## src/hw/rtl/dmpa_pkg.sv

```systemverilog
// ----------------------------------------------------------------------------
// dmpa_pkg
// Types, codes and sizes shared by the dilated max pool argmax block.
// ----------------------------------------------------------------------------
package dmpa_pkg;

    localparam int DEF_MAX_HEIGHT = 64;
    localparam int DEF_MAX_WIDTH  = 64;
    localparam int MAX_KERNEL     = 8;
    localparam int STEP_LIMIT     = 8;

    localparam int SAMPLE_W = 16;
    localparam int INDEX_W  = 12;
    localparam int POS_W    = 7;
    localparam int KERN_W   = 4;
    localparam int STEP_W   = 4;
    localparam int PAD_W    = 6;
    localparam int DIM_W    = 7;
    localparam int SPAN_W   = 8;
    localparam int COORD_W  = 10;
    localparam int CFG_IDX_W  = 3;
    localparam int CFG_DATA_W = 7;

    localparam logic [CFG_IDX_W-1:0] REG_KERNEL   = 3'd0;
    localparam logic [CFG_IDX_W-1:0] REG_DILATION = 3'd1;
    localparam logic [CFG_IDX_W-1:0] REG_PAD      = 3'd2;
    localparam logic [CFG_IDX_W-1:0] REG_HEIGHT   = 3'd3;
    localparam logic [CFG_IDX_W-1:0] REG_WIDTH    = 3'd4;

    localparam logic FUNC_STORE = 1'b0;
    localparam logic FUNC_QUERY = 1'b1;

    localparam logic [1:0] STAT_OK    = 2'd0;
    localparam logic [1:0] STAT_EMPTY = 2'd1;
    localparam logic [1:0] STAT_RANGE = 2'd2;

    localparam logic signed [SAMPLE_W-1:0] SAMPLE_MIN = 16'sh8000;

    typedef enum logic [2:0] {
        ST_IDLE,
        ST_SETUP,
        ST_CHECK,
        ST_SCAN,
        ST_DRAIN,
        ST_DONE
    } dmpa_state_t;

    typedef struct packed {
        logic                       func;
        logic [POS_W-1:0]           row_pos;
        logic [POS_W-1:0]           col_pos;
        logic signed [SAMPLE_W-1:0] sample_value;
    } dmpa_in_t;

    typedef struct packed {
        logic signed [SAMPLE_W-1:0] max_value;
        logic [INDEX_W-1:0]         max_index;
        logic [1:0]                 status;
    } dmpa_out_t;

    // effective register values after clamping (pad passes through unclamped)
    typedef struct packed {
        logic [KERN_W-1:0] kernel;
        logic [STEP_W-1:0] step;
        logic [PAD_W-1:0]  pad;
        logic [DIM_W-1:0]  height;
        logic [DIM_W-1:0]  width;
    } dmpa_cfg_t;

endpackage

```

## src/hw/rtl/dmpa_cfg.sv

```systemverilog
// ----------------------------------------------------------------------------
// dmpa_cfg
// Configuration register file with clamping of the window and plane settings.
// ----------------------------------------------------------------------------
module dmpa_cfg #(
    parameter int MAX_HEIGHT = dmpa_pkg::DEF_MAX_HEIGHT,
    parameter int MAX_WIDTH  = dmpa_pkg::DEF_MAX_WIDTH
) (
    input  logic                                aclk,
    input  logic                                aresetn,
    input  logic                                cfg_valid,
    output logic                                cfg_ready,
    input  logic [dmpa_pkg::CFG_IDX_W-1:0]      cfg_index,
    input  logic [dmpa_pkg::CFG_DATA_W-1:0]     cfg_data,
    output dmpa_pkg::dmpa_cfg_t                 cfg_eff
);
    import dmpa_pkg::*;

    logic [KERN_W-1:0] kernel_reg;
    logic [STEP_W-1:0] step_reg;
    logic [PAD_W-1:0]  pad_reg;
    logic [DIM_W-1:0]  height_reg;
    logic [DIM_W-1:0]  width_reg;

    assign cfg_ready = 1'b1;

    always_ff @(posedge aclk) begin
        if (!aresetn) begin
            kernel_reg <= KERN_W'(2);
            step_reg   <= STEP_W'(1);
            pad_reg    <= '0;
            height_reg <= DIM_W'(64);
            width_reg  <= DIM_W'(64);
        end else if (cfg_valid) begin
            unique case (cfg_index)
                REG_KERNEL:   kernel_reg <= cfg_data[KERN_W-1:0];
                REG_DILATION: step_reg   <= cfg_data[STEP_W-1:0];
                REG_PAD:      pad_reg    <= cfg_data[PAD_W-1:0];
                REG_HEIGHT:   height_reg <= cfg_data[DIM_W-1:0];
                REG_WIDTH:    width_reg  <= cfg_data[DIM_W-1:0];
                default: ;
            endcase
        end
    end

    always_comb begin
        cfg_eff.pad = pad_reg;

        if (kernel_reg == '0)
            cfg_eff.kernel = KERN_W'(1);
        else if (int'(kernel_reg) > MAX_KERNEL)
            cfg_eff.kernel = KERN_W'(MAX_KERNEL);
        else
            cfg_eff.kernel = kernel_reg;

        if (step_reg == '0)
            cfg_eff.step = STEP_W'(1);
        else if (int'(step_reg) > STEP_LIMIT)
            cfg_eff.step = STEP_W'(STEP_LIMIT);
        else
            cfg_eff.step = step_reg;

        if (height_reg == '0)
            cfg_eff.height = DIM_W'(1);
        else if (int'(height_reg) > MAX_HEIGHT)
            cfg_eff.height = DIM_W'(MAX_HEIGHT);
        else
            cfg_eff.height = height_reg;

        if (width_reg == '0)
            cfg_eff.width = DIM_W'(1);
        else if (int'(width_reg) > MAX_WIDTH)
            cfg_eff.width = DIM_W'(MAX_WIDTH);
        else
            cfg_eff.width = width_reg;
    end

endmodule

```

## config.mk

```make
export PLATFORM = sky130hd
export DESIGN_NAME = dmpa_cfg
export DESIGN_NICKNAME = d
export VERILOG_FILES = /design/src/hw/rtl/dmpa_pkg.sv /design/src/hw/rtl/dmpa_cfg.sv
export SDC_FILE = /design/constraint.sdc
export NUM_CORES = 1
export LEC_CHECK = 0
export BUFFER_PORTS_ARGS = -buffer_cell sky130_fd_sc_hd__buf_2
export CAP_MARGIN = 20
export CORE_MARGIN = 10
export CORE_UTILIZATION = 53
export DETAILED_ROUTE_END_ITERATION = 10
export GPL_TIMING_DRIVEN = 0
export PLACE_DENSITY = 0.8
export REMOVE_ABC_BUFFERS = 1
export SYNTH_ARGS = -nofsm -noshare
export SYNTH_HDL_FRONTEND = slang
export SYNTH_SLANG_ARGS = --single-unit
```

## constraint.sdc

```tcl
create_clock -name aclk -period 2.02 [get_ports aclk]
set_clock_uncertainty 0.05 [all_clocks]
set_input_delay 0.101 -clock aclk [delete_from_list [all_inputs] [get_ports aclk]]
set_output_delay 0.101 -clock aclk [all_outputs]
set_load 0.03 [all_outputs]
```

==> results.toml, run 1 <==
[drt]
detail_route.wl_per_cell_um = 14.5
vias = 1016
dr.pass1.iters = 4
initialDrtViolationCount = 44
ant_nets = 0
wire_length_reported_by_the_detailed_router_um = 2860
viasPerCell = 5.16
detailed_route_drc_error_count = 0

[sta]
timing.final.crit_share = 0.865
grt_setup_unrepaired = "no"
final-setup-viol-count = 0
timing_max_transition_violations_final = 0
layout_min_cycle_time_ns = 1.75
fmax_mhz = 572
hold_violation_count_in_the_final_report = 0
worstMarginPinSlew_ns = 0.944
finalSetupTns_ns = 0
final_critical_path_setup_slack_ns = 0.273
slew_headroom = 0.362

[clock_tree]
post-cts-setup-buffers = 0
tritoncts_buffers = 3
tritoncts = "yes"
master_cell_of_the_clock_root_buffer = "clkbuf_4"
clkSlewWorstSetupHoldPaths_ns = 0.15
post_cts_resized = 0
cts.htree.levels = 1
clock_sink_count = 28
cts_hold_buffers = 2
cts.path.max_buffers = 2
clock_latency_ns = 0.33

[global_routing]
grt_overflow_total = 0
globalRouteMet1Util = 0.120
grt_start_max_net_pins = 38
grt_antenna_before_repair = 0
gr-max-usage-layer = "met2"
grt_pass1_vias = 1045
wire_length_of_the_first_global_routing_pass_um = 4660
grt_util_met3 = 0.0342
grt_util_all_layers = 0.113
globalRouteMet2Util = 0.201

[logic_synthesis]
syn-mean-instance-area_um2 = 9.47
yosys.cell_types.count = 17
synth_largest_type_area_fraction = 0.435
ys.warnings.count = 0
netlist_instances = 136
synth.most_common_cell = "nand2_1"
ys.flop_type = "dfxtp_1"
synth.top_cells.by_area = "dfxtp_1, mux2i_1, nor2b_1"
synth.cells.most_frequent = "nand2_1, dfxtp_1, mux2i_1"
synth_area_um2 = 1290
synth_seq_area_share = 0.435
synth.largest_area_cell = "dfxtp_1"
number_of_enable_flip_flop_cells_after_synthesis = 0
ys_seq_elements = 28
async_flop_share = 0

[worst_setup_path]
worstPathMaxFanout = 3
timing.setup.critical_path_class = "flip-flop to output pin"
r2r_start = "width_reg[6]$_SDFFE_PN1P_"
crit_path_launch = "height_reg[1]$_SDFFE_PN0P_"
timing.critical_path.to_type = "output pin"
critPathArrivalTime_ns = 1.60
cp_data_required_time_ns = 1.87
setup.worst_path.start_class = "flip-flop"

[die]
rows = 17
ios = 42
die_height_um = 69.3
start_util = 0.571
dieWidth_um = 69.3
placeableCoreArea_um2 = 2250
fp.dieArea_um2 = 4800

[finish]
diodes = 0
finalCoreUtilization = 0.679
area_growth_pct = 19.0
filler_cell_count = 196
multi_input_comb_area_um2 = 663
final-seq-area_um2 = 561
finalNetCount = 183
layout-drive-gt1-share = 0.278

[power_and_ir_drop]
p_leak_nw = 0.771
seqPwrFrac = 0.546
internal_power_uw = 807
power.density_nw_per_um2 = 686
pwr-share-clk = 0.351
netsw_uw = 243
power.switching_fraction = 0.231
comb_power_share = 0.102
vdd.ir_drop.worst_mv = 0.522

[run]
maxCapViolCount = 0

[place]
placement.setup.worst_slack_ns = 0.557
final_estimated_routing_congestion_in_global_placement = 0.675
detailedPlacementHpwl_um = 2170
place.port_buffers = 40

[worst_hold_path]
timing.hold.worst.start = "cfg_data[4]"
worst_hold_path_type = "input pin to flip-flop"

[outcome]
run_status = "completed"
## power groups by stage
stage / clock network, mW / logic [mW] / registers (mW)
floorplan: 0 / 0.0525 / 0.592
global placement: 0 / 0.102 / 0.585
detailed placement: 0 / 0.104 / 0.586
CTS: 0.377 / 0.108 / 0.574
global route: 0.399 / 0.116 / 0.576
finish: 0.369 / 0.107 / 0.574
## final timing paths
path / end / slack (ns) / depth (start not counted)
max reg2reg: width_reg[6]$_SDFFE_PN1P_ / 1.19 / 2
min: height_reg[4]$_SDFFE_PN0P_ / 0.01 / 3
min reg2reg: kernel_reg[0]$_SDFFE_PN0P_ / 0.42 / 2
max: cfg_eff[7] / 0.27 / 3
## cell families (layout without fill, tap and decap cells)
family,after synthesis,after routing,share of synthesized area
simple gates,62,62,0.265
other cells,1,1,0.00291
mux,28,28,0.218
flops,28,28,0.435
compound gates,4,4,0.0292
buf+inv,13,46,0.0496
## worst max-delay path, stage by stage (launching register included)
cell     delay [ns]
dfxtp_1        0.35
or3_1          0.37
o41ai_1        0.28
buf_2          0.27
## area by class of cell
cell class	instances	share of cell area
Clock buffer	3	0.0147
Clock inverter	1	0.0196
Multi-Input combinational cell	95	0.433
Sequential cell	28	0.366
Tap cell	28	0.0229
Timing Repair Buffer	42	0.144
## metrics by stage
step / std cells / hold slack [ns] / cell area, µm² / total power [mW]
2_1_floorplan: 123 / 0.197 / 1220 / 0.645
3_3_place_gp: 191 / 0.328 / 1460 / 0.687
3_5_place_dp: 191 / 0.341 / 1460 / 0.690
4_1_cts: 197 / 0.00297 / 1530 / 1.06
5_1_grt: 197 / 0.00780 / 1530 / 1.09
6_report: 197 / 0.0145 / 1530 / 1.05
## per-layer routing
metal	share of wire	up-vias
met4	0.014	0
met3	0.061	5
met5	0	-
met2	0.48	29
met1	0.44	470
li1	-	512
## placed cells by master (no fill, tap or decap), types with 3 or more instances in the layout
master	instances
clkbuf_4	3
dfxtp_1	28
nand2_1	30
nor2b_1	21
mux2i_1	28
buf_2	40
(Power assumes the default switching activity.)
==> inputs of run 2 (changes only) <==
PLACE_DENSITY = 0.84   (was 0.8)
RECOVER_POWER = 50   (was default)
==> results.toml, run 2 (synthesis results as in run 1) <==
[worst_setup_path]
r2r_start = "width_reg[6]$_SDFFE_PN1P_"
cp_data_required_time_ns = 1.87
setup.worst_path.start_class = "flip-flop"
worst_r2r_endpoint = "width_reg[6]$_SDFFE_PN1P_"
timing.critical_path.to_type = "output pin"
worst_r2r_path_depth = 2
reg2reg_setup_slack_ns = 1.19
critPathArrivalTime_ns = 1.57
cp_cell_sequence = "or3_1 -> o41ai_1 -> buf_2"
timing.setup.critical_path_class = "flip-flop to output pin"
worstPathMaxFanout = 3
worst_path_max_delay_cell = "or3_1"
timing.critical_path.slowest_cell_delay_ns = 0.38

[clock_tree]
tritoncts_buffers = 3
clock_latency_ns = 0.32
post-cts-setup-buffers = 0
cts.htree.levels = 1
master_cell_of_the_clock_root_buffer = "clkbuf_4"
clkSlewWorstSetupHoldPaths_ns = 0.15
tritoncts = "yes"
cts.path.max_buffers = 2
clock_sink_count = 28
post_cts_resized = 0

[die]
die_height_um = 69.3
placeableCoreArea_um2 = 2250
ios = 42
start_util = 0.571
fp.dieArea_um2 = 4800
dieWidth_um = 69.3
rows = 17

[global_routing]
wire_length_of_the_first_global_routing_pass_um = 4900
grt_pass1_vias = 1036
grt_antenna_before_repair = 0
grt_util_all_layers = 0.118
grt_start_max_net_pins = 38
grt_overflow_total = 0

[sta]
slew_headroom = 0.0875
finalSetupTns_ns = 0
worstMarginPinSlew_ns = 1.37
timing_max_transition_violations_final = 0
final_critical_path_setup_slack_ns = 0.301
hold_violation_count_in_the_final_report = 0
grt_setup_unrepaired = "no"
final-setup-viol-count = 0
timing.final.crit_share = 0.851
fmax_mhz = 582
layout_min_cycle_time_ns = 1.72

[drt]
dr.pass1.iters = 4
viasPerCell = 5.16
wire_length_reported_by_the_detailed_router_um = 2850
met3_wirelength_um = 164
initialDrtViolationCount = 48
top_signal_layer_used = "met4"
detailed_route_drc_error_count = 0
vias = 1016
met1Wirelength_um = 1200
detail_route.wl_per_cell_um = 14.5
detailroute.wirelength.met2_um = 1460
ant_nets = 0

[finish]
diodes = 0
area_growth_pct = 18.5
leading_cell_types_in_the_layout_fill_and_taps_excluded = "buf_2, nand2_1, mux2i_1, dfxtp_1, nor2b_1"
finalNetCount = 183
layout-drive-gt1-share = 0.249
final_design_area_no_fill_um2 = 1530
layout.cells.most_common = "buf_2"

[worst_hold_path]
timing.hold.worst.start = "cfg_data[1]"
worst_hold_path_type = "input pin to flip-flop"
hold_path_end = "kernel_reg[1]$_SDFFE_PN1P_"
worst_hold_path.num_cells = 3

[place]
placement.setup.worst_slack_ns = 0.524
final_estimated_routing_congestion_in_global_placement = 0.711
place_area_um2 = 1460
place.port_buffers = 40
detailedPlacementHpwl_um = 2140

[power_and_ir_drop]
netsw_uw = 238
vdd.ir_drop.worst_mv = 0.466
p_leak_nw = 0.751
pwr-share-clk = 0.348
seqPwrFrac = 0.550
power.switching_fraction = 0.228
power.density_nw_per_um2 = 685
internal_power_uw = 806
comb_power_share = 0.102

[outcome]
run_status = "completed"

[run]
maxCapViolCount = 0
-- run 2: changes by cell type in the layout (fill, tap and decap cells not counted) --
cell | previous run | this run
buf_2 | 40 | 35
clkbuf_1 | 0 | 5
-- run 2: area by class of cell --
class	count	area (µm²)
Timing Repair Buffer	42	214
Sequential cell	28	561
Fill cell	194	729
Clock buffer	3	22.5
Multi-Input combinational cell	95	663
Clock inverter	1	30.0
Tap cell	28	35.0
-- run 2: how the worst max path moves through the flow --
stage	startpoint	to	slack, ns
after floorplan	width_reg[1]$_SDFFE_PN0P_	cfg_eff[0]	0.20
after CTS	width_reg[1]$_SDFFE_PN0P_	cfg_eff[0]	0.30
after detailed placement	cfg_index[1]	step_reg[2]$_SDFFE_PN0P_	0.52
after global placement	cfg_index[1]	step_reg[2]$_SDFFE_PN0P_	0.57
after global routing	width_reg[1]$_SDFFE_PN0P_	cfg_eff[0]	0.22
final	width_reg[1]$_SDFFE_PN0P_	cfg_eff[0]	0.30
-- run 2: stage by stage --
stage	total power, mW	hold WS [ns]	util	instances
global route	1.08	0.00377	0.676	197
CTS	1.05	0.00816	0.679	197
finish	1.04	0.0128	0.676	197
detailed placement	0.690	0.341	0.647	191
floorplan	0.645	0.197	-	123
global placement	0.687	0.329	0.647	191
-- run 2: timing repair --
item	in CTS	in global routing
endpoints found under the setup margin	0	0
hold buffers	2	0
hold endpoints to repair	2	0
-- run 2: routing by layer --
layer	up-vias	track usage
met5	-	0
met4	0	0.0399
met3	4	0.0314
met2	26	0.213
met1	477	0.130
li1	509	-
-- run 2: power by group through the flow --
stage	sequential [mW]	combinational, mW	clock (mW)
6_report	0.574	0.106	0.364
5_1_grt	0.577	0.116	0.390
4_1_cts	0.574	0.108	0.372
3_5_place_dp	0.586	0.105	0
3_3_place_gp	0.585	0.102	0
2_1_floorplan	0.592	0.0525	0
-- run 2: worst max-delay path, delay by kind of cell (launching register included) --
kind | cells | cell delay, ns
AND/OR/NAND/NOR | 1 | 0.38
AO/OA/AOI/OAI | 1 | 0.26
flip-flops | 1 | 0.35
buffers and inverters | 1 | 0.26
