## src/hw/rtl/dmpa_pkg.sv

```systemverilog
// ----------------------------------------------------------------------------
// dmpa_pkg
// Types, codes and sizes shared by the dilated max pool argmax block.
// ----------------------------------------------------------------------------
package dmpa_pkg;

    localparam int DEF_MAX_HEIGHT = 64;
    localparam int DEF_MAX_WIDTH  = 64;
    localparam int MAX_KERNEL     = 8;
    localparam int STEP_LIMIT     = 8;

    localparam int SAMPLE_W = 16;
    localparam int INDEX_W  = 12;
    localparam int POS_W    = 7;
    localparam int KERN_W   = 4;
    localparam int STEP_W   = 4;
    localparam int PAD_W    = 6;
    localparam int DIM_W    = 7;
    localparam int SPAN_W   = 8;
    localparam int COORD_W  = 10;
    localparam int CFG_IDX_W  = 3;
    localparam int CFG_DATA_W = 7;

    localparam logic [CFG_IDX_W-1:0] REG_KERNEL   = 3'd0;
    localparam logic [CFG_IDX_W-1:0] REG_DILATION = 3'd1;
    localparam logic [CFG_IDX_W-1:0] REG_PAD      = 3'd2;
    localparam logic [CFG_IDX_W-1:0] REG_HEIGHT   = 3'd3;
    localparam logic [CFG_IDX_W-1:0] REG_WIDTH    = 3'd4;

    localparam logic FUNC_STORE = 1'b0;
    localparam logic FUNC_QUERY = 1'b1;

    localparam logic [1:0] STAT_OK    = 2'd0;
    localparam logic [1:0] STAT_EMPTY = 2'd1;
    localparam logic [1:0] STAT_RANGE = 2'd2;

    localparam logic signed [SAMPLE_W-1:0] SAMPLE_MIN = 16'sh8000;

    typedef enum logic [2:0] {
        ST_IDLE,
        ST_SETUP,
        ST_CHECK,
        ST_SCAN,
        ST_DRAIN,
        ST_DONE
    } dmpa_state_t;

    typedef struct packed {
        logic                       func;
        logic [POS_W-1:0]           row_pos;
        logic [POS_W-1:0]           col_pos;
        logic signed [SAMPLE_W-1:0] sample_value;
    } dmpa_in_t;

    typedef struct packed {
        logic signed [SAMPLE_W-1:0] max_value;
        logic [INDEX_W-1:0]         max_index;
        logic [1:0]                 status;
    } dmpa_out_t;

    // effective register values after clamping (pad passes through unclamped)
    typedef struct packed {
        logic [KERN_W-1:0] kernel;
        logic [STEP_W-1:0] step;
        logic [PAD_W-1:0]  pad;
        logic [DIM_W-1:0]  height;
        logic [DIM_W-1:0]  width;
    } dmpa_cfg_t;

endpackage

```

## src/hw/rtl/dmpa_ctrl.sv

```systemverilog
// ----------------------------------------------------------------------------
// dmpa_ctrl
// Window sequencer with a shared compare unit and the result output register.
// ----------------------------------------------------------------------------
module dmpa_ctrl #(
    parameter int ROW_AW = 6,
    parameter int COL_AW = 6
) (
    input  logic                                  aclk,
    input  logic                                  aresetn,
    input  dmpa_pkg::dmpa_cfg_t                   cfg_eff,
    input  logic                                  s_valid,
    output logic                                  s_ready,
    input  dmpa_pkg::dmpa_in_t                    s_data,
    output logic                                  m_valid,
    input  logic                                  m_ready,
    output dmpa_pkg::dmpa_out_t                   m_data,
    output logic                                  wr_en,
    output logic [ROW_AW-1:0]                     wr_row,
    output logic [COL_AW-1:0]                     wr_col,
    output logic signed [dmpa_pkg::SAMPLE_W-1:0]  wr_data,
    output logic [ROW_AW-1:0]                     rd_row,
    output logic [COL_AW-1:0]                     rd_col,
    input  logic signed [dmpa_pkg::SAMPLE_W-1:0]  rd_data
);
    import dmpa_pkg::*;

    dmpa_state_t state_reg, state_next;

    logic [POS_W-1:0]            row_reg, row_next;
    logic [POS_W-1:0]            col_reg, col_next;
    logic [SPAN_W-1:0]           span_reg, span_next;
    logic signed [COORD_W-1:0]   hs_reg, hs_next;
    logic signed [COORD_W-1:0]   ws_reg, ws_next;
    logic signed [COORD_W-1:0]   h_reg, h_next;
    logic signed [COORD_W-1:0]   w_reg, w_next;
    logic [KERN_W-1:0]           i_reg, i_next;
    logic [KERN_W-1:0]           j_reg, j_next;
    logic                        pend_reg, pend_next;
    logic [INDEX_W-1:0]          pidx_reg, pidx_next;
    logic                        found_reg, found_next;
    logic signed [SAMPLE_W-1:0]  best_reg, best_next;
    logic [INDEX_W-1:0]          bidx_reg, bidx_next;
    logic                        scan_reg, scan_next;
    logic [1:0]                  stat_reg, stat_next;
    logic                        m_valid_reg, m_valid_next;
    dmpa_out_t                   m_data_reg, m_data_next;

    logic                        s_fire;
    logic                        out_free;
    logic                        store_ok;
    logic                        row_last, col_last;
    logic                        tap_ok;
    logic                        range_bad;
    logic signed [COORD_W-1:0]   pool_h, pool_w;
    logic signed [COORD_W-1:0]   step_s;
    logic [KERN_W-1:0]           k_last;
    dmpa_out_t                   result;

    function automatic logic signed [COORD_W-1:0] pooled_size(
        input logic [DIM_W-1:0]  dim,
        input logic [PAD_W-1:0]  pad,
        input logic [SPAN_W-1:0] span
    );
        logic signed [COORD_W-1:0] n;
        logic signed [COORD_W-1:0] lim;
        n   = $signed(COORD_W'(dim)) + $signed(COORD_W'({pad, 1'b0}))
            - $signed(COORD_W'(span)) + $signed(COORD_W'(1));
        lim = $signed(COORD_W'(dim)) + $signed(COORD_W'(pad));
        if (pad != '0 && (n - $signed(COORD_W'(1))) >= lim)
            n = n - $signed(COORD_W'(1));
        return n;
    endfunction

    assign s_ready  = (state_reg == ST_IDLE);
    assign s_fire   = s_valid && s_ready;
    assign out_free = !m_valid_reg || m_ready;
    assign m_valid  = m_valid_reg;
    assign m_data   = m_data_reg;

    assign store_ok = (s_data.row_pos < cfg_eff.height) && (s_data.col_pos < cfg_eff.width);
    assign k_last   = cfg_eff.kernel - KERN_W'(1);
    assign row_last = (i_reg == k_last);
    assign col_last = (j_reg == k_last);
    assign step_s   = $signed(COORD_W'(cfg_eff.step));

    assign pool_h    = pooled_size(cfg_eff.height, cfg_eff.pad, span_reg);
    assign pool_w    = pooled_size(cfg_eff.width, cfg_eff.pad, span_reg);
    assign range_bad = ($signed(COORD_W'(row_reg)) >= pool_h)
                    || ($signed(COORD_W'(col_reg)) >= pool_w);

    assign tap_ok = !h_reg[COORD_W-1] && !w_reg[COORD_W-1]
                 && (h_reg < $signed(COORD_W'(cfg_eff.height)))
                 && (w_reg < $signed(COORD_W'(cfg_eff.width)));

    assign wr_en   = s_fire && (s_data.func == FUNC_STORE) && store_ok;
    assign wr_row  = ROW_AW'(s_data.row_pos);
    assign wr_col  = COL_AW'(s_data.col_pos);
    assign wr_data = s_data.sample_value;
    assign rd_row  = ROW_AW'(h_reg);
    assign rd_col  = COL_AW'(w_reg);

    always_comb begin
        result.max_value = SAMPLE_MIN;
        result.max_index = '0;
        result.status    = stat_reg;
        if (scan_reg) begin
            if (found_reg) begin
                result.max_value = best_reg;
                result.max_index = bidx_reg;
                result.status    = STAT_OK;
            end else begin
                result.status    = STAT_EMPTY;
            end
        end
    end

    // next state
    always_comb begin
        state_next = state_reg;
        unique case (state_reg)
            ST_IDLE: begin
                if (s_fire)
                    state_next = (s_data.func == FUNC_STORE) ? ST_DONE : ST_SETUP;
            end
            ST_SETUP: state_next = ST_CHECK;
            ST_CHECK: state_next = range_bad ? ST_DONE : ST_SCAN;
            ST_SCAN: begin
                if (row_last && col_last)
                    state_next = ST_DRAIN;
            end
            ST_DRAIN: state_next = ST_DONE;
            ST_DONE: begin
                if (out_free)
                    state_next = ST_IDLE;
            end
            default: state_next = ST_IDLE;
        endcase
    end

    // datapath and outputs
    always_comb begin
        row_next     = row_reg;
        col_next     = col_reg;
        span_next    = span_reg;
        hs_next      = hs_reg;
        ws_next      = ws_reg;
        h_next       = h_reg;
        w_next       = w_reg;
        i_next       = i_reg;
        j_next       = j_reg;
        pend_next    = 1'b0;
        pidx_next    = pidx_reg;
        found_next   = found_reg;
        best_next    = best_reg;
        bidx_next    = bidx_reg;
        scan_next    = scan_reg;
        stat_next    = stat_reg;
        m_valid_next = m_valid_reg && !m_ready;
        m_data_next  = m_data_reg;

        // shared compare unit: first tap taken, later taps only when strictly greater
        if (pend_reg && (!found_reg || rd_data > best_reg)) begin
            found_next = 1'b1;
            best_next  = rd_data;
            bidx_next  = pidx_reg;
        end

        unique case (state_reg)
            ST_IDLE: begin
                if (s_fire) begin
                    row_next  = s_data.row_pos;
                    col_next  = s_data.col_pos;
                    scan_next = 1'b0;
                    stat_next = (s_data.func == FUNC_STORE && !store_ok) ? STAT_RANGE
                                                                         : STAT_OK;
                end
            end
            ST_SETUP: begin
                span_next = SPAN_W'((SPAN_W'(k_last) * SPAN_W'(cfg_eff.step)) + SPAN_W'(1));
                hs_next   = $signed(COORD_W'(row_reg)) - $signed(COORD_W'(cfg_eff.pad));
                ws_next   = $signed(COORD_W'(col_reg)) - $signed(COORD_W'(cfg_eff.pad));
            end
            ST_CHECK: begin
                if (range_bad) begin
                    stat_next = STAT_RANGE;
                end else begin
                    scan_next  = 1'b1;
                    found_next = 1'b0;
                    h_next     = hs_reg;
                    w_next     = ws_reg;
                    i_next     = '0;
                    j_next     = '0;
                end
            end
            ST_SCAN: begin
                pend_next = tap_ok;
                pidx_next = INDEX_W'((2*DIM_W)'(h_reg[DIM_W-1:0]) * (2*DIM_W)'(cfg_eff.width)
                                     + (2*DIM_W)'(w_reg[DIM_W-1:0]));
                if (col_last) begin
                    j_next = '0;
                    w_next = ws_reg;
                    i_next = i_reg + KERN_W'(1);
                    h_next = h_reg + step_s;
                end else begin
                    j_next = j_reg + KERN_W'(1);
                    w_next = w_reg + step_s;
                end
            end
            ST_DRAIN: ;
            ST_DONE: begin
                if (out_free) begin
                    m_valid_next = 1'b1;
                    m_data_next  = result;
                end
            end
            default: ;
        endcase
    end

    always_ff @(posedge aclk) begin
        if (!aresetn) begin
            state_reg   <= ST_IDLE;
            m_valid_reg <= 1'b0;
            pend_reg    <= 1'b0;
            found_reg   <= 1'b0;
            scan_reg    <= 1'b0;
            stat_reg    <= STAT_OK;
        end else begin
            state_reg   <= state_next;
            m_valid_reg <= m_valid_next;
            pend_reg    <= pend_next;
            found_reg   <= found_next;
            scan_reg    <= scan_next;
            stat_reg    <= stat_next;
        end
        row_reg    <= row_next;
        col_reg    <= col_next;
        span_reg   <= span_next;
        hs_reg     <= hs_next;
        ws_reg     <= ws_next;
        h_reg      <= h_next;
        w_reg      <= w_next;
        i_reg      <= i_next;
        j_reg      <= j_next;
        pidx_reg   <= pidx_next;
        best_reg   <= best_next;
        bidx_reg   <= bidx_next;
        m_data_reg <= m_data_next;
    end

    a_busy_after_accept: assert property (@(posedge aclk) disable iff (!aresetn)
        s_fire |=> !s_ready)
        else $error("input accepted while an item is in flight");

    a_pend_from_scan: assert property (@(posedge aclk) disable iff (!aresetn)
        pend_reg |-> $past(state_reg == ST_SCAN))
        else $error("compare issued outside the window scan");

    a_tap_count: assert property (@(posedge aclk) disable iff (!aresetn)
        (state_reg == ST_SCAN) |-> (i_reg <= k_last && j_reg <= k_last))
        else $error("tap counter beyond kernel size");

    a_fail_result: assert property (@(posedge aclk) disable iff (!aresetn)
        (m_valid && m_data.status != STAT_OK)
            |-> (m_data.max_value == SAMPLE_MIN && m_data.max_index == '0))
        else $error("failed result carries a value");

endmodule

```

## config.mk

```make
export PLATFORM = sky130hd
export DESIGN_NAME = dmpa_ctrl
export DESIGN_NICKNAME = d
export VERILOG_FILES = /design/src/hw/rtl/dmpa_pkg.sv /design/src/hw/rtl/dmpa_ctrl.sv
export SDC_FILE = /design/constraint.sdc
export NUM_CORES = 1
export LEC_CHECK = 0
export BUFFER_PORTS_ARGS = -buffer_cell sky130_fd_sc_hd__buf_2
export CORE_MARGIN = 4
export CORE_UTILIZATION = 40
export CTS_BUF_LIST = sky130_fd_sc_hd__clkbuf_16
export CTS_CLUSTER_DIAMETER = 30
export DETAILED_ROUTE_END_ITERATION = 10
export HOLD_SLACK_MARGIN = 0.08
export PLACE_DENSITY_LB_ADDON = 0.2
export SYNTH_ARGS = -nofsm -noshare
export SYNTH_HDL_FRONTEND = slang
export SYNTH_SLANG_ARGS = --single-unit
```

## constraint.sdc

```tcl
create_clock -name aclk -period 12.49 [get_ports aclk]
set_input_delay 2.498 -clock aclk [delete_from_list [all_inputs] [get_ports aclk]]
set_output_delay 2.498 -clock aclk [all_outputs]
set_load 0.01 [all_outputs]
```

==> results.py, run 1 <==
metrics = {
    "finish": {
        "final_nets": 1596,
        "drive_above_1_share": 0.137,
        "synthToLayoutAreaGrowth_pct": 10.7,
        "diodes": 0,
        "largest_register_ffs": 30,
    },
    "synthesis": {
        "yosys.area.top_type": "edfxtp_1",
        "syn_area_um2": 12500,
        "syn_inst": 1217,
        "synth_nets": 1512,
        "synth_common_cells": "162 x ha_1, 152 x inv_1, 136 x edfxtp_1",
        "synthTopCellsByArea": "edfxtp_1 33%, ha_1 16%, fa_1 8.6%",
        "avgSynthCellArea_um2": 10.3,
        "ys_seq_area_frac": 0.339,
        "synthArstFlopShare": 0,
        "ys.flop_type": "edfxtp_1",
        "yosysUniqueCellTypes": 78,
        "yosys_warnings": 0,
        "synth_top_area_frac": 0.327,
        "synth_edf_count": 136,
        "yosysMostFrequentCell": "ha_1",
        "ys_ff_latch": 144,
    },
    "critical_path": {
        "critical_path_required_ns": 12.52,
        "start_kind": "input pin",
        "path_class": "input pin to flop",
        "r2r-start": "span_reg[1]",
        "reg2reg_depth": 29,
        "cp_max_fo": 14,
        "critPathSlowestCell": "o21ai_1",
        "path_common_cell": "a21o_1",
        "max_stage_delay_ns": 0.65,
        "critPathLaunch": "cfg_eff[14]",
        "worstSetupEndpointType": "flop",
        "cp_data_arrival_time_ns": 10.45,
    },
    "routing": {
        "routed_wl_um": 30300,
        "drc_errors": 0,
        "vias": 8869,
        "antenna_left": 0,
        "drtIter0Drc": 594,
        "wl_per_cell_um": 17.7,
        "vias_per_cell": 5.19,
        "drtPass1Iterations": 5,
    },
    "timing": {
        "worstMarginPinSlew_ns": 1.18,
        "fin_crit_ns": 10.41,
        "final-setup-viol-count": 0,
        "fin_setup_tns_ns": 0,
        "rsz0062_at_grt": "no",
        "fmax_mhz": 96.0,
        "slew_violations": 0,
        "finClkSkew_ns": 0.0154,
        "fin_crit_sh": 0.834,
        "relSlewSlack": 0.208,
        "whs_ns": 0.419,
        "final_hold_viol_count": 0,
    },
    "clocking": {
        "clock-sinks": 144,
        "cts_hold_buf": 0,
        "clkSlewWorstSetupHoldPaths_ns": 0.07,
        "cts_root_buf": "clkbuf_16",
        "cts_tree": "built",
        "clock_latency_ns": 0.43,
        "postCtsSetupBuffers": 0,
        "cts_buffers": 17,
        "htreeDepth": 4,
        "cts.repair.resized": 0,
        "clock_path_buffers": 2,
    },
    "power": {
        "total_power_mw": 3.12,
        "max-vdd-ir-drop_uv": 98.6,
        "p_sw_mw": 1.35,
        "power.leakage_nw": 6.32,
        "switching_share": 0.433,
        "pwr-share-seq": 0.246,
        "combPwrFrac": 0.589,
        "power_density_nw_per_um2": 225,
        "clkPwrFrac": 0.165,
        "intPower_mw": 1.77,
    },
    "global_route": {
        "grt_pass1_wl_um": 47500,
        "antenna_found_initial": 0,
        "grt.overflow.total": 0,
        "grt_pass1_vias": 8785,
        "grtUsageTotal": 0.179,
        "grt_max_degree": 32,
    },
    "floorplanning": {
        "die_area_um2": 34200,
        "fp.dieW_um": 185,
        "die_y_um": 185,
        "pin_count": 152,
        "num_rows": 64,
        "start_util": 0.407,
        "coreArea_um2": 30700,
    },
    "worst_hold_path": {
        "min_path_cells": 0,
        "hold_class": "flop to flop",
        "hold_path_startpoint": "pidx_reg[6]",
    },
    "job": {
        "drv_cap": 0,
    },
    "place": {
        "routabilityCongestion": 0.906,
        "hpwl_um": 24600,
        "portBuffers": 119,
    },
    "outcome": {
        "status": "finished clean",
    },
}
-- layout make-up --
class,count,area (um2)
fillers,2984,16900
multi-input cells,862,7320
flip-flops and latches,144,4240
repair buffers,123,626
inverters,153,574
well taps,396,495
clock buffers,17,425
clock inverters,15,160
-- layer usage --
metal  up-vias  part of all wire  global-route usage
met4         0             0.014              0.0393
li1       4389                 -                   -
met1      4221              0.46               0.244
met3        34             0.047              0.0259
met2       225              0.48               0.305
met5         -                 0                   0
-- cells in the final DEF (no fill, tap or decap), types with 5 or more instances in the layout --
cell type and n:
nand4_1 9, o211ai_1 5, nand2_1 61, inv_1 154, dfxtp_1 8, nor2b_1 33, nor4_1 5, or2_2 5
xor2_1 36, nor3b_1 6, a21o_1 37, ha_1 162, xnor2_1 58, nor2_1 53, o21bai_1 8, a31oi_1 5
o21a_1 15, nand2b_1 26, a211oi_1 11, fa_1 54, o21ai_0 42, nor3_1 10, nand3_1 19, and3_1 34
and2_1 34, buf_2 119, clkbuf_16 17, a21oi_1 54, edfxtp_1 136
-- worst max-delay path, delay by kind of cell --
kind | cells | cell delay (ns)
adder cells (fa/ha/maj) | 5 | 1.67
AO/OA/AOI/OAI | 14 | 3.77
AND/OR/NAND/NOR | 6 | 1.83
buffers and inverters | 2 | 0.33
XOR/XNOR | 2 | 0.35
-- path summary, 6_finish.rpt --
path	endpoint	slack (ns)
max	i_reg[2]	2.08
min	bidx_reg[6]	0.42
max reg2reg	i_reg[2]	3.85
min reg2reg	bidx_reg[6]	0.42
-- power groups by stage --
| stage | registers (mW) | clock network (mW) | logic [mW] |
|---|---|---|---|
| finish | 0.767 | 0.515 | 1.84 |
| global route | 0.776 | 0.546 | 2.10 |
| CTS | 0.768 | 0.524 | 1.85 |
| detailed placement | 0.778 | 0 | 1.83 |
| global placement | 0.776 | 0 | 1.81 |
| floorplan | 0.738 | 0 | 1.45 |
-- per-stage QoR --
stage          cells   util  cell area (um2)  setup WS [ns]
2_1_floorplan   1217      -            12500           2.81
3_3_place_gp    1678  0.431            13300           1.92
3_5_place_dp    1678  0.431            13300           1.68
4_1_cts         1710  0.450            13800           2.08
5_1_grt         1710  0.450            13800           1.55
6_report        1710  0.450            13800           2.08
-- cells by family after synthesis --
logic type               synth area share
AND/OR/NAND/NOR                     0.136
AO/OA/AOI/OAI                       0.123
adder cells (fa/ha/maj)             0.249
buffers and inverters              0.0757
flip-flops                          0.339
XOR/XNOR                           0.0684
multiplexers                      0.00890
Power figures use the tool's default switching activity.
==> run 2, diff against run 1 <==
Clock period 12.49 ns to 10.8 ns, I/O delays scaled along.
==> run 2 against run 1 <==
  * Via count rose by 0.34%
  * Critical path depth rose by 1
  * Non-clock buffer count grew 3
  * Wire length fell by 0.80%
  * Clock-buffer cell count did not move
  * Register-to-register slack got worse by 1.3 ns
  * Hold slack lost 0.00058 ns
  * Clock power increased by 12%
  * Die area is the same
  * Combinational power grew 16%
  * Power is 15% higher
  * Critical path type unchanged
  * Critical endpoint is now w_reg[4]
==> results.py, run 2 (synthesis results as in run 1) <==
metrics = {
    "clocking": {
        "cts_hold_buf": 0,
        "cts.repair.resized": 0,
        "cts_root_buf": "clkbuf_16",
        "clock-sinks": 144,
        "cts_tree": "built",
        "postCtsSetupBuffers": 0,
        "cts_buffers": 17,
        "clkSlewWorstSetupHoldPaths_ns": 0.06,
        "clock_path_buffers": 2,
        "htreeDepth": 4,
        "clock_latency_ns": 0.42,
    },
    "finish": {
        "multi_input_area_um2": 7320,
        "area.sequential_um2": 4240,
        "fillers": 2999,
        "final_cell_count_no_fill": 1713,
        "final_nets": 1599,
        "synthToLayoutAreaGrowth_pct": 10.8,
        "largest_register_ffs": 30,
        "final_cell_mix": "162 x ha_1, 153 x inv_1, 136 x edfxtp_1, 119 x buf_2, 61 x nand2_1",
        "diodes": 0,
        "drive_above_1_share": 0.140,
        "final_common_cell": "ha_1",
    },
    "critical_path": {
        "worstSetupEndpointType": "flop",
        "start_kind": "input pin",
        "r2r-start": "span_reg[1]",
        "path_common_cell": "a21o_1",
        "max_stage_delay_ns": 0.55,
        "critical_path_required_ns": 10.85,
        "path_class": "input pin to flop",
        "cp_max_fo": 14,
        "critPathLaunch": "cfg_eff[14]",
        "crit_buf_inv": 3,
        "cp_data_arrival_time_ns": 9.74,
        "critPathSlowestCell": "or4b_4",
        "crit_family": "compound AO/OA/AOI/OAI gates",
    },
    "timing": {
        "whs_ns": 0.418,
        "slew_violations": 0,
        "fin_setup_tns_ns": 0,
        "relSlewSlack": 0.421,
        "fin_crit_sh": 0.897,
        "final_hold_viol_count": 0,
        "fin_crit_ns": 9.69,
        "rsz0062_at_grt": "no",
        "final-setup-viol-count": 0,
        "worstMarginPinSlew_ns": 0.864,
        "finClkSkew_ns": 0.00978,
        "fmax_mhz": 103,
    },
    "outcome": {
        "status": "finished clean",
    },
    "power": {
        "p_sw_mw": 1.56,
        "max-vdd-ir-drop_uv": 115,
        "power.leakage_nw": 6.32,
        "switching_share": 0.435,
        "combPwrFrac": 0.593,
        "total_power_mw": 3.60,
        "pwr-share-seq": 0.246,
        "clkPwrFrac": 0.161,
        "intPower_mw": 2.03,
        "power_density_nw_per_um2": 259,
    },
    "global_route": {
        "antenna_found_initial": 1,
        "grt_pass1_vias": 9085,
        "grt_max_degree": 32,
        "grt.overflow.total": 0,
        "grt_pass1_wl_um": 48300,
        "grtUsageTotal": 0.180,
    },
    "routing": {
        "vias": 8899,
        "drtIter0Drc": 546,
        "wl_per_cell_um": 17.6,
        "drc_errors": 0,
        "drtPass1Iterations": 6,
        "vias_per_cell": 5.19,
        "routed_wl_um": 30100,
        "antenna_left": 0,
    },
    "floorplanning": {
        "die_area_um2": 34200,
        "coreArea_um2": 30700,
        "fp.dieW_um": 185,
        "start_util": 0.407,
        "die_y_um": 185,
        "pin_count": 152,
        "num_rows": 64,
    },
    "place": {
        "dp_cells": 1681,
        "routabilityCongestion": 0.899,
        "portBuffers": 119,
        "hpwl_um": 24700,
    },
    "job": {
        "drv_cap": 0,
    },
    "worst_hold_path": {
        "hold_class": "flop to flop",
        "hold_path_startpoint": "pidx_reg[8]",
    },
}
==> run 2: worst register-to-register path, delay by kind of cell (launching register included) <==
family	cells	cell delay (ns)
AO/OA/AOI/OAI	13	2.74
XOR/XNOR	2	0.29
adder cells (fa/ha/maj)	5	1.65
buffers and inverters	3	0.47
flip-flops	1	0.36
AND/OR/NAND/NOR	7	2.39
==> run 2: path summary, 6_finish.rpt <==
check                 to  slack (ns)  cells past startpoint
max reg2reg     w_reg[4]        2.55                     30
max             w_reg[4]        1.11                     30
min reg2reg  bidx_reg[8]        0.42                      0
min          bidx_reg[8]        0.42                      0
==> run 2: layer usage <==
metal,track usage,vias to the layer above,routed length (um),share of wire
li1,-,4390,-,-
met1,0.244,4309,14000,0.47
met2,0.308,175,14400,0.48
met3,0.0267,25,1120,0.037
met4,0.0414,0,497,0.017
met5,0,-,0,0
==> run 2: area by class of cell <==
class	count	share of cell area
sequential	144	0.306
clock inverter	15	0.0108
timing repair buffer	126	0.0468
inverter	153	0.0414
clock buffer	17	0.0307
multi-input combinational	862	0.528
tap	396	0.0357
==> run 2: power by group through the flow <==
| stage | registers, mW | clock network [mW] | logic, mW |
|---|---|---|---|
| floorplan | 0.853 | 0 | 1.68 |
| global placement | 0.899 | 0 | 2.10 |
| detailed placement | 0.899 | 0 | 2.12 |
| CTS | 0.887 | 0.590 | 2.15 |
| global route | 0.898 | 0.615 | 2.44 |
| finish | 0.885 | 0.578 | 2.13 |
==> run 2: metrics by stage <==
step / setup slack [ns] / area [um2] / util
after floorplan: 1.46 / 12500 / -
after global placement: 0.909 / 13300 / 0.432
after detailed placement: 0.722 / 13300 / 0.432
after CTS: 1.12 / 13900 / 0.451
after global routing: 0.606 / 13900 / 0.451
final: 1.11 / 13900 / 0.451
==> run 3, diff against run 2 <==
Settings changed: BUFFER_PORTS_ARGS -buffer_cell sky130_fd_sc_hd__buf_2 to -buffer_cell sky130_fd_sc_hd__clkbuf_2, REMOVE_ABC_BUFFERS set to 1.
==> run 3 against run 2 <==
  * Power hardly changed
  * Combinational power about the same
  * Via count about the same
  * Worst setup slack gained 0.075 ns
  * Global-route usage up 0.10 points
  * Cell area about the same
  * Clock-buffer cell count did not move
  * Critical endpoint is now w_reg[1]
  * Non-clock buffer count is 1 higher
  * Core utilization is essentially flat
  * Die area is the same
  * First-iteration DRC count is 18% lower
  * Critical path type unchanged
  * Fmax rose by 0.78%
==> results.py, run 3 (synthesis results as in run 1) <==
metrics = {
    "worst_hold_path": {
        "hold_class": "flop to flop",
        "hold_path_startpoint": "pidx_reg[11]",
    },
    "critical_path": {
        "r2r-start": "span_reg[1]",
        "crit_buf_inv": 4,
        "cp_max_fo": 14,
        "critical_path_required_ns": 10.86,
        "start_kind": "input pin",
        "cp_data_arrival_time_ns": 9.67,
        "rrSetupSlack_ns": 2.68,
        "crit_family": "compound AO/OA/AOI/OAI gates",
        "max_stage_delay_ns": 0.56,
        "critPathLaunch": "cfg_eff[14]",
        "path_class": "input pin to flop",
        "path_common_cell": "a21o_1",
        "worstSetupEndpointType": "flop",
        "critPathSlowestCell": "fa_1",
    },
    "finish": {
        "final_core_util": 0.451,
        "diodes": 0,
        "final_cell_mix": "162 x ha_1, 152 x inv_1, 136 x edfxtp_1, 119 x clkbuf_2, 61 x nand2_1",
        "synthToLayoutAreaGrowth_pct": 10.9,
        "final_common_cell": "ha_1",
        "fillers": 3001,
        "drive_above_1_share": 0.140,
        "final_nets": 1600,
        "largest_register_ffs": 30,
    },
    "clocking": {
        "clock-sinks": 144,
        "clkSlewWorstSetupHoldPaths_ns": 0.07,
        "clock_latency_ns": 0.43,
        "postCtsSetupBuffers": 0,
        "cts_hold_buf": 0,
        "cts_root_buf": "clkbuf_16",
        "clock_path_buffers": 2,
        "htreeDepth": 4,
        "cts_tree": "built",
        "cts.repair.resized": 0,
        "cts_buffers": 17,
    },
    "power": {
        "max-vdd-ir-drop_uv": 102,
        "power_density_nw_per_um2": 259,
        "switching_share": 0.436,
        "p_sw_mw": 1.57,
        "intPower_mw": 2.03,
        "power.leakage_nw": 6.35,
        "clkPwrFrac": 0.162,
        "combPwrFrac": 0.592,
        "pwr-share-seq": 0.246,
    },
    "routing": {
        "drc_errors": 0,
        "antenna_left": 0,
        "wl_per_cell_um": 17.7,
        "routed_wl_um": 30400,
        "drtPass1Iterations": 4,
        "vias": 8898,
        "drtIter0Drc": 449,
        "vias_per_cell": 5.19,
    },
    "place": {
        "routabilityCongestion": 0.871,
        "hpwl_um": 24600,
        "portBuffers": 119,
    },
    "timing": {
        "fmax_mhz": 104,
        "fin_setup_tns_ns": 0,
        "finClkSkew_ns": 0.0118,
        "rsz0062_at_grt": "no",
        "relSlewSlack": 0.375,
        "final_hold_viol_count": 0,
        "fin_crit_sh": 0.890,
        "final-setup-viol-count": 0,
        "worstMarginPinSlew_ns": 0.936,
        "slew_violations": 0,
        "fin_crit_ns": 9.62,
    },
    "floorplanning": {
        "start_util": 0.407,
        "coreArea_um2": 30700,
        "fp.dieW_um": 185,
        "die_area_um2": 34200,
        "num_rows": 64,
        "die_y_um": 185,
        "pin_count": 152,
    },
    "global_route": {
        "use_met2": 0.304,
        "grt.overflow.total": 0,
        "grt_use_met3": 0.0355,
        "grt_max_degree": 32,
        "grt_pass1_wl_um": 48200,
        "antenna_found_initial": 0,
        "grtUsageTotal": 0.181,
        "gr-max-usage-layer": "met2",
        "grt_pass1_vias": 8862,
        "grtUsageMet1": 0.244,
    },
    "job": {
        "drv_cap": 0,
    },
    "outcome": {
        "status": "finished clean",
    },
}
run 3: cell count changes in the layout (fill, tap and decap cells not counted), sizes merged:
cell / previous run / this run
buf: 126 / 8
clkbuf: 17 / 136
inv: 162 / 159
clkinv: 1 / 4
run 3: worst paths after layout:
check | end | cells past startpoint
max | w_reg[1] | 30
min | bidx_reg[11] | 0
max reg2reg | w_reg[1] | 30
min reg2reg | bidx_reg[11] | 0
run 3: metrics by stage:
| step | hold WS [ns] | power, mW | setup slack (ns) | cells | instance area (um2) |
|---|---|---|---|---|---|
| finish | 0.421 | 3.60 | 1.18 | 1714 | 13900 |
| floorplan | 0.400 | 2.50 | 1.46 | 1159 | 12100 |
| global placement | 0.402 | 2.99 | 0.970 | 1682 | 13300 |
| global route | 0.427 | 3.95 | 0.745 | 1714 | 13900 |
| CTS | 0.421 | 3.63 | 1.14 | 1714 | 13900 |
| detailed placement | 0.405 | 3.02 | 0.728 | 1682 | 13300 |
run 3: area by class of cell:
cell class / count / area (um2) / share of cell area
inverters: 153 / 574 / 0.0414
flip-flops and latches: 144 / 4240 / 0.306
multi-input cells: 862 / 7320 / 0.528
clock buffers: 17 / 425 / 0.0307
repair buffers: 127 / 656 / 0.0473
well taps: 396 / 495 / 0.0357
clock inverters: 15 / 149 / 0.0107
run 3: metal layers:
| metal | wire length (um) | vias up |
|---|---|---|
| met5 | 0 | - |
| met4 | 450 | 0 |
| met3 | 1480 | 26 |
| met2 | 14500 | 247 |
| met1 | 13900 | 4220 |
| li1 | - | 4405 |
run 3: power by group through the flow:
| stage | clock [mW] | sequential [mW] | combinational, mW |
|---|---|---|---|
| 6_report | 0.582 | 0.886 | 2.13 |
| 2_1_floorplan | 0 | 0.869 | 1.64 |
| 5_1_grt | 0.624 | 0.897 | 2.43 |
| 3_3_place_gp | 0 | 0.898 | 2.10 |
| 4_1_cts | 0.597 | 0.887 | 2.14 |
| 3_5_place_dp | 0 | 0.899 | 2.12 |
